### src/sv/sfc_pkg.sv
package sfc_pkg;

  localparam int PAYLOAD_BYTES = 32;
  localparam int FRAME_BYTES   = PAYLOAD_BYTES + 9;
  localparam int LAST_POS      = FRAME_BYTES - 1;
  localparam int CRC_HI_POS    = PAYLOAD_BYTES + 7;
  localparam int POS_W         = $clog2(FRAME_BYTES);

  localparam int POS_COMMAND = 4;
  localparam int POS_STATUS  = 5;
  localparam int POS_LENGTH  = 6;

  localparam logic [15:0] CRC_INIT = 16'hFFFF;
  localparam logic [15:0] CRC_POLY = 16'h1021;
  localparam logic [15:0] CRC_TOP  = 16'h8000;

  localparam logic VERDICT_OK  = 1'b0;
  localparam logic VERDICT_BAD = 1'b1;

  typedef struct packed {
    logic        verdict;
    logic [7:0]  command;
    logic [7:0]  status;
    logic [7:0]  length;
    logic [15:0] crc;
  } result_t;

  // CRC-16/CCITT-FALSE, one byte, msb first
  function automatic logic [15:0] crc_feed(input logic [15:0] crc, input logic [7:0] b);
    logic [15:0] c;
    c = crc ^ {b, 8'h00};
    for (int k = 0; k < 8; k++) begin
      if ((c & CRC_TOP) != 16'h0000) begin
        c = {c[14:0], 1'b0} ^ CRC_POLY;
      end else begin
        c = {c[14:0], 1'b0};
      end
    end
    return c;
  endfunction

endpackage

### src/sv/sfc_frame_core.sv
module sfc_frame_core (
  input  logic                  clk,
  input  logic                  rst,
  input  logic                  fire,
  input  logic [7:0]            rx_byte,
  input  logic [31:0]           sync_word,
  output logic                  res_valid,
  output sfc_pkg::result_t      res
);

  logic [sfc_pkg::POS_W-1:0] pos, pos_next;
  logic [15:0]               crc, crc_next;
  logic                      matched, matched_next;
  logic [7:0]                held_command;
  logic [7:0]                held_status;
  logic [7:0]                held_length;
  logic [7:0]                crc_hi;
  logic [7:0]                want;
  logic                      at_last;

  localparam logic [sfc_pkg::POS_W-1:0] LAST   = sfc_pkg::POS_W'(sfc_pkg::LAST_POS);
  localparam logic [sfc_pkg::POS_W-1:0] CRC_HI = sfc_pkg::POS_W'(sfc_pkg::CRC_HI_POS);
  localparam logic [sfc_pkg::POS_W-1:0] P_CMD  = sfc_pkg::POS_W'(sfc_pkg::POS_COMMAND);
  localparam logic [sfc_pkg::POS_W-1:0] P_STS  = sfc_pkg::POS_W'(sfc_pkg::POS_STATUS);
  localparam logic [sfc_pkg::POS_W-1:0] P_LEN  = sfc_pkg::POS_W'(sfc_pkg::POS_LENGTH);

  always_comb begin
    case (pos[1:0])
      2'd0:    want = sync_word[31:24];
      2'd1:    want = sync_word[23:16];
      2'd2:    want = sync_word[15:8];
      default: want = sync_word[7:0];
    endcase
  end

  assign at_last = (pos >= LAST);

  always_comb begin
    pos_next     = pos;
    crc_next     = crc;
    matched_next = matched;
    if (fire) begin
      if (at_last) begin
        pos_next     = '0;
        crc_next     = sfc_pkg::CRC_INIT;
        matched_next = 1'b1;
      end else begin
        pos_next = pos + 1'b1;
        if (pos < P_CMD) begin
          if (rx_byte != want) begin
            matched_next = 1'b0;
          end
        end else if (pos < CRC_HI) begin
          crc_next = sfc_pkg::crc_feed(crc, rx_byte);
        end
      end
    end
  end

  always_ff @(posedge clk) begin
    if (rst) begin
      pos     <= '0;
      crc     <= sfc_pkg::CRC_INIT;
      matched <= 1'b1;
    end else begin
      pos     <= pos_next;
      crc     <= crc_next;
      matched <= matched_next;
    end
  end

  always_ff @(posedge clk) begin
    if (rst) begin
      held_command <= '0;
      held_status  <= '0;
      held_length  <= '0;
      crc_hi       <= '0;
    end else if (fire) begin
      if (pos == P_CMD) held_command <= rx_byte;
      if (pos == P_STS) held_status  <= rx_byte;
      if (pos == P_LEN) held_length  <= rx_byte;
      if (pos == CRC_HI) crc_hi      <= rx_byte;
    end
  end

  assign res_valid   = fire && at_last && matched;
  assign res.crc     = {crc_hi, rx_byte};
  assign res.verdict = ({crc_hi, rx_byte} != crc) ? sfc_pkg::VERDICT_BAD : sfc_pkg::VERDICT_OK;
  assign res.command = held_command;
  assign res.status  = held_status;
  assign res.length  = held_length;

  a_pos_range: assert property (@(posedge clk) disable iff (rst) pos <= LAST)
    else $error("frame position beyond last byte");

  a_res_at_end: assert property (@(posedge clk) disable iff (rst)
    res_valid |-> (fire && pos == LAST && matched))
    else $error("result outside frame end");

  a_restart: assert property (@(posedge clk) disable iff (rst)
    (fire && pos == LAST) |=> (pos == '0 && crc == sfc_pkg::CRC_INIT && matched))
    else $error("frame state not restarted");

  a_crc_hold: assert property (@(posedge clk) disable iff (rst)
    (!fire) |=> ($stable(pos) && $stable(crc)))
    else $error("frame state moved without an item");

endmodule

### config.mk
export PLATFORM = sky130hd
export DESIGN_NAME = sfc_frame_core
export DESIGN_NICKNAME = d
export VERILOG_FILES = /design/src/sv/sfc_pkg.sv /design/src/sv/sfc_frame_core.sv
export SDC_FILE = /design/constraint.sdc
export NUM_CORES = 1
export LEC_CHECK = 0
export BUFFER_PORTS_ARGS = -buffer_cell sky130_fd_sc_hd__buf_4
export CORE_MARGIN = 3
export CORE_UTILIZATION = 36
export DETAILED_ROUTE_END_ITERATION = 12
export SLEW_MARGIN = 25
export SYNTH_ARGS = -nofsm -noshare
export SYNTH_HDL_FRONTEND = slang
export SYNTH_SLANG_ARGS = --single-unit
export TNS_END_PERCENT = 10
### constraint.sdc
create_clock -name clk -period 2.1 [get_ports clk]
set_input_delay 0.42 -clock clk [delete_from_list [all_inputs] [get_ports clk]]
set_output_delay 0.42 -clock clk [all_outputs]
set_load 0.005 [all_outputs]
# Yosys cells after proc, flatten, opt, wreduce, memory -nomap -nowiden

Index checks and enable logic that the tools add are counted.

Bits in registers: 55
Latch bits: 0
Bits of input ports: 43
Bits in writable memories: 0
Memory bits (read-only): 0
Output and inout port bits: 42
Memories kept: 0

Bitwise gates (word level): 9
Add/sub/neg operators: 1
Equal/unequal tests: 9
$mul: 0
Magnitude comparators: 3
Divide/modulo/power cells: 0
Shift-type cells: 0
Mux-type cells: 45
Reduce and logical (&&, ||, !) cells: 12

Operators by type and width:

| operator                                                    | number |
|---|---|
| 2-to-1 mux 16 bit                                           | 31 |
| 2-to-1 mux 13 bit                                           | 8 |
| NOT 3 bit                                                   | 8 |
| case mux 8 bit (3 select lines)                             | 1 |
| == test 6 x 3 -> 1 bit (second input constant)              | 3 |
| != test 16 bit                                              | 1 |
| XOR 16 bit                                                  | 1 |
| != test 8 bit                                               | 1 |
| AND reduction 2 bit                                         | 4 |
| adder 6 x 1 -> 6 bit (second input constant)                | 1 |
| == test 6 bit (second input constant)                       | 1 |
| >= comparator 6 bit (second input constant)                 | 1 |
| less-than comparator 6 x 3 -> 1 bit (second input constant) | 1 |
| less-than comparator 6 bit (second input constant)          | 1 |
| 2-to-1 mux 6 bit                                            | 1 |
| AND reduction 3 bit                                         | 2 |
| nonzero test 2 bit                                          | 3 |
| 2-to-1 mux 1 bit                                            | 4 |
| == test 2 x 1 -> 1 bit (second input constant)              | 1 |
| == test 2 bit (second input constant)                       | 1 |
| logical AND 1 bit                                           | 2 |
| zero test 2 bit                                             | 1 |
| != test 2 bit (second input constant)                       | 1 |

# Depth between registers and ports, before layout

Depth after elaboration: 48
Depth in mapped cells: 10
Mapped depth without buffers: 8

# Worst setup path before layout

OpenSTA, ideal clock, no wires.

Path type: flip-flop to flip-flop
Start point: reg pos[0] (netlist bit)
End point: reg matched
Clock period less this slack: 1867 ps
Arrival: 1793 ps
Setup slack: 233 ps
Required time: 2026 ps
Stages on the path, launching flop included: 10
Cells stage by stage: dfxtp_1 inv_1 ha_1 buf_6 a222oi_1 mux2i_1 xor2_1 nor4_2 nand2_1 a31oi_1

Longest elaborated chain between the ends: 5
Elaborated cells on any way between the ends: 11

Ends and longest elaborated chain:

| item                                        | RTL line             | source |
|---|---|---|
| from (decl)                                 | sfc_frame_core.sv:11 | `logic [sfc_pkg::POS_W-1:0] pos, pos_next;` |
| from (signal assigned)                      | sfc_frame_core.sv:66 | `pos <= pos_next;` |
| == test 2 bit, or another cell as far along | sfc_frame_core.sv:28 | `case (pos[1:0])` |
| case mux 8 bit (3 select lines)             | sfc_frame_core.sv:28 |  |
| != test 8 bit                               | sfc_frame_core.sv:50 | `if (rx_byte != want) begin` |
| nonzero test 2 bit (no source line)         | -                    |  |
| AND reduction 3 bit (no source line)        | -                    |  |
| to (signal assigned)                        | sfc_frame_core.sv:68 | `matched <= matched_next;` |
| to (decl)                                   | sfc_frame_core.sv:13 | `logic matched, matched_next;` |

Several ways; a longest one is shown, not always the timed one.
A chain may end at the register's enable or synchronous reset.

# Worst setup path after layout

Start point: reg pos[1] (netlist bit)
End point: reg matched

Same word-level chain as after synthesis.

==> flow_metrics.tcl <==
set metrics [dict create \
    nNetsFinal 451 \
    critical_path.max_fanout 9 \
    power.density_nw_per_um2 546 \
    dp_hpwl_um 5730 \
    die_x_um 95.7 \
    synth_mux_area_frac 0.0761 \
    cap_viol_max_count 0 \
    root_buffer "clkbuf_8" \
    critPathKind "register to register" \
    finalWorstSetupSlack_ps 160 \
    r2r_slack_ps 160 \
    io_buffers 84 \
    antenna_left 0 \
    synth.avg_cell_area_sq_um 8.69 \
    reg2regPathDepth 8 \
    synth-xor-area-share 0.157 \
    cts_made_buffers 5 \
    p_leak_nw 1.51 \
    start_util 0.373 \
    synth_fa_ha_area_frac 0.0173 \
    synth-edff-count 0 \
    clkTransAtPathRegs_ps 90 \
    hold_start "rst" \
    fin_util 0.473 \
    fin_skew_ps 7.59 \
    cts_setup_buffers 0 \
    drt_pass1_iterations 4 \
    hold_ws_ps 299 \
    rr_endpoint "matched" \
    htreeDepth 2 \
    worstSetupEndpointType "register" \
    mappedNetlistArea_sq_um 2900 \
    yosys_warnings 0 \
    synth_top_family_by_area "simple AND/OR/NAND/NOR gates" \
    cts_sinks 55 \
    hold_path_depth 2 \
    period_needed_ps 1940 \
    async_reset_ff_frac 0 \
    cp_data_required_time_ps 2330 \
    tns_ps 0 \
    hold_path_class "input pin to register" \
    synth-seq-area-share 0.380 \
    first_iter_violations 96 \
    finalHoldViolCount 0 \
    n_antenna_cell 0 \
    num_rows 32 \
    crit_arrival_ps 2170 \
    syn2layout_area_growth_pct 26.8 \
    max_freq_mhz 515 \
    drt-total-wl_um 7690 \
    clk-insertion-delay-late_ps 300 \
    dieArea_sq_um 9150 \
    rsz0062_at_grt "false" \
    cts_tree "done" \
    ir_drop_uv 266 \
    antenna_found_initial 0 \
    post-place-ws_ps 4.82 \
    gp_congestion 0.776 \
    synth_compound_area_frac 0.107 \
    start_kind "register" \
    drive_gt1_frac 0.277 \
    cp_slowest_cell "dfxtp_2" \
    num_vias 2555 \
    hold_end "crc_hi[1]" \
    setup_viol 0 \
    grt_use_total 0.172 \
    r2r-start "pos[1]" \
    ys.flop_type "dfxtp_1" \
    grt_max_degree 43 \
    grt_pass1_wl_um 12300 \
    overflow 0 \
    synth_cells 333 \
    path_cells "inv_1 > ha_2 > a222oi_1 > mux2i_1 > xor2_1 > nor4_2 > nand2_1 > a31oi_1" \
    grt_pass1_vias 2441 \
    critPathMaxStageDelay_ps 390 \
    synth_seq_cells 55 \
    io_pins 85 \
    cts_hold_buf 0 \
    drc 0 \
    status "finished clean" \
    maxSlewHeadroom 0.652 \
    final_max_slew_viol_count 0 \
    core_sq_um 7770 \
    synth_nets 380 \
    synth-simple-area-share 0.178 \
    yosysUniqueCellTypes 30 \
    die_h_um 95.7 \
    routed_via_density 5.04 \
    clock_path_buffers 2 \
    post-route-period-util 0.924 \
    worst_pin_slew_ps 516 \
    routedWlPerCell_um 15.2 \
]
[registers in the layout, summed over array words and instances (netlist names)]
signal and flops:
crc_hi 8, pos 6, matched 1, held_status 8, crc 16, held_length 8
held_command 8
[how the worst max path moves through the flow]
stage | end | cells past startpoint | slack [ps] | from
4_1_cts | matched | 9 | 8 | pos[0]
2_1_floorplan | matched | 9 | 230 | pos[0]
3_3_place_gp | matched | 8 | 130 | pos[0]
3_5_place_dp | matched | 8 | 5 | pos[0]
6_report | matched | 8 | 160 | pos[1]
5_1_grt | matched | 8 | 1 | pos[1]
[routing by layer]
layer	wire length [um]	share of wire	track usage	vias to the layer above
li1	-	-	-	1261
met1	3540	0.46	0.236	1199
met2	3630	0.47	0.279	87
met3	420	0.055	0.0355	8
met4	89	0.012	0.0391	0
met5	0	0	0	-
[stage by stage]
stage                     power (W)  instance area (sq um)  instances
after floorplan             0.00133                   2900        333
after global placement      0.00144                   3560        499
after detailed placement    0.00145                   3560        499
after CTS                   0.00202                   3650        507
after global routing        0.00210                   3670        507
final                       0.00200                   3670        507
[kinds of logic after synthesis]
kind of cell,Yosys count
compound gates,50
fa+ha+maj,4
simple gates,106
mux,22
buf+inv,44
xor+xnor,52
flops,55
[worst max-delay path: cells and delay by family, from the launching register on]
| kind | cells | cell delay [ps] |
|---|---|---|
| multiplexers | 1 | 150 |
| flip-flops | 1 | 390 |
| AO/OA/AOI/OAI | 2 | 470 |
| XOR/XNOR | 1 | 170 |
| buffers and inverters | 1 | 80 |
| adder cells (fa/ha/maj) | 1 | 250 |
| AND/OR/NAND/NOR | 2 | 360 |
[cell usage in the layout, fill, tap and decap left out, types with 4 or more instances in the layout]
master / n
nor2_1: 16
inv_1: 10
a222oi_1: 8
o21ai_0: 5
dfxtp_1: 53
buf_4: 97
nand2b_1: 11
xor2_1: 38
mux2i_1: 22
xnor2_1: 14
nor4_1: 4
o22ai_1: 8
a21oi_1: 25
nand2_1: 37
clkbuf_8: 5
nand3_1: 29
[synth_stat cells (4+ instances only)]
cell / instances / share of area
clkbuf_1: 5 / 0.0065
nor2_1: 16 / 0.021
nor4_1: 4 / 0.0086
a21oi_1: 25 / 0.043
o21ai_0: 5 / 0.0086
buf_2: 16 / 0.028
dfxtp_1: 55 / 0.38
nand3_1: 29 / 0.050
buf_6: 4 / 0.016
ha_1: 4 / 0.017
nand2b_1: 11 / 0.024
inv_1: 10 / 0.013
nand2_1: 37 / 0.048
xnor2_1: 14 / 0.042
mux2i_1: 22 / 0.076
xor2_1: 38 / 0.11
buf_4: 8 / 0.021
a222oi_1: 8 / 0.028
o22ai_1: 8 / 0.017
[area by class of cell]
cell class	instances	area, sq um
clock inverter	2	12.5
tap	102	128
fill	774	4100
inverter	10	37.5
clock buffer	6	72.6
sequential	55	1110
timing repair buffer	98	748
multi-input combinational	234	1570
[report_power, final]
group	switching, W	leakage, nW	total (W)	internal (W)
clock	0.000341	0.0412	0.000576	0.000234
combinational	0.000190	1.02	0.000365	0.000176
sequential	0.0000110	0.445	0.00106	0.00105
total	0.000542	1.51	0.00200	0.00146
[what timing repair did]
| item | CTS | global route |
|---|---|---|
| pin swaps | 0 | 1 |
| resized for setup | 1 | 6 |
| hold endpoints to repair | 0 | 0 |
| endpoints found under the setup margin | 1 | 1 |
No activity file was read; power rests on OpenSTA's default activity.
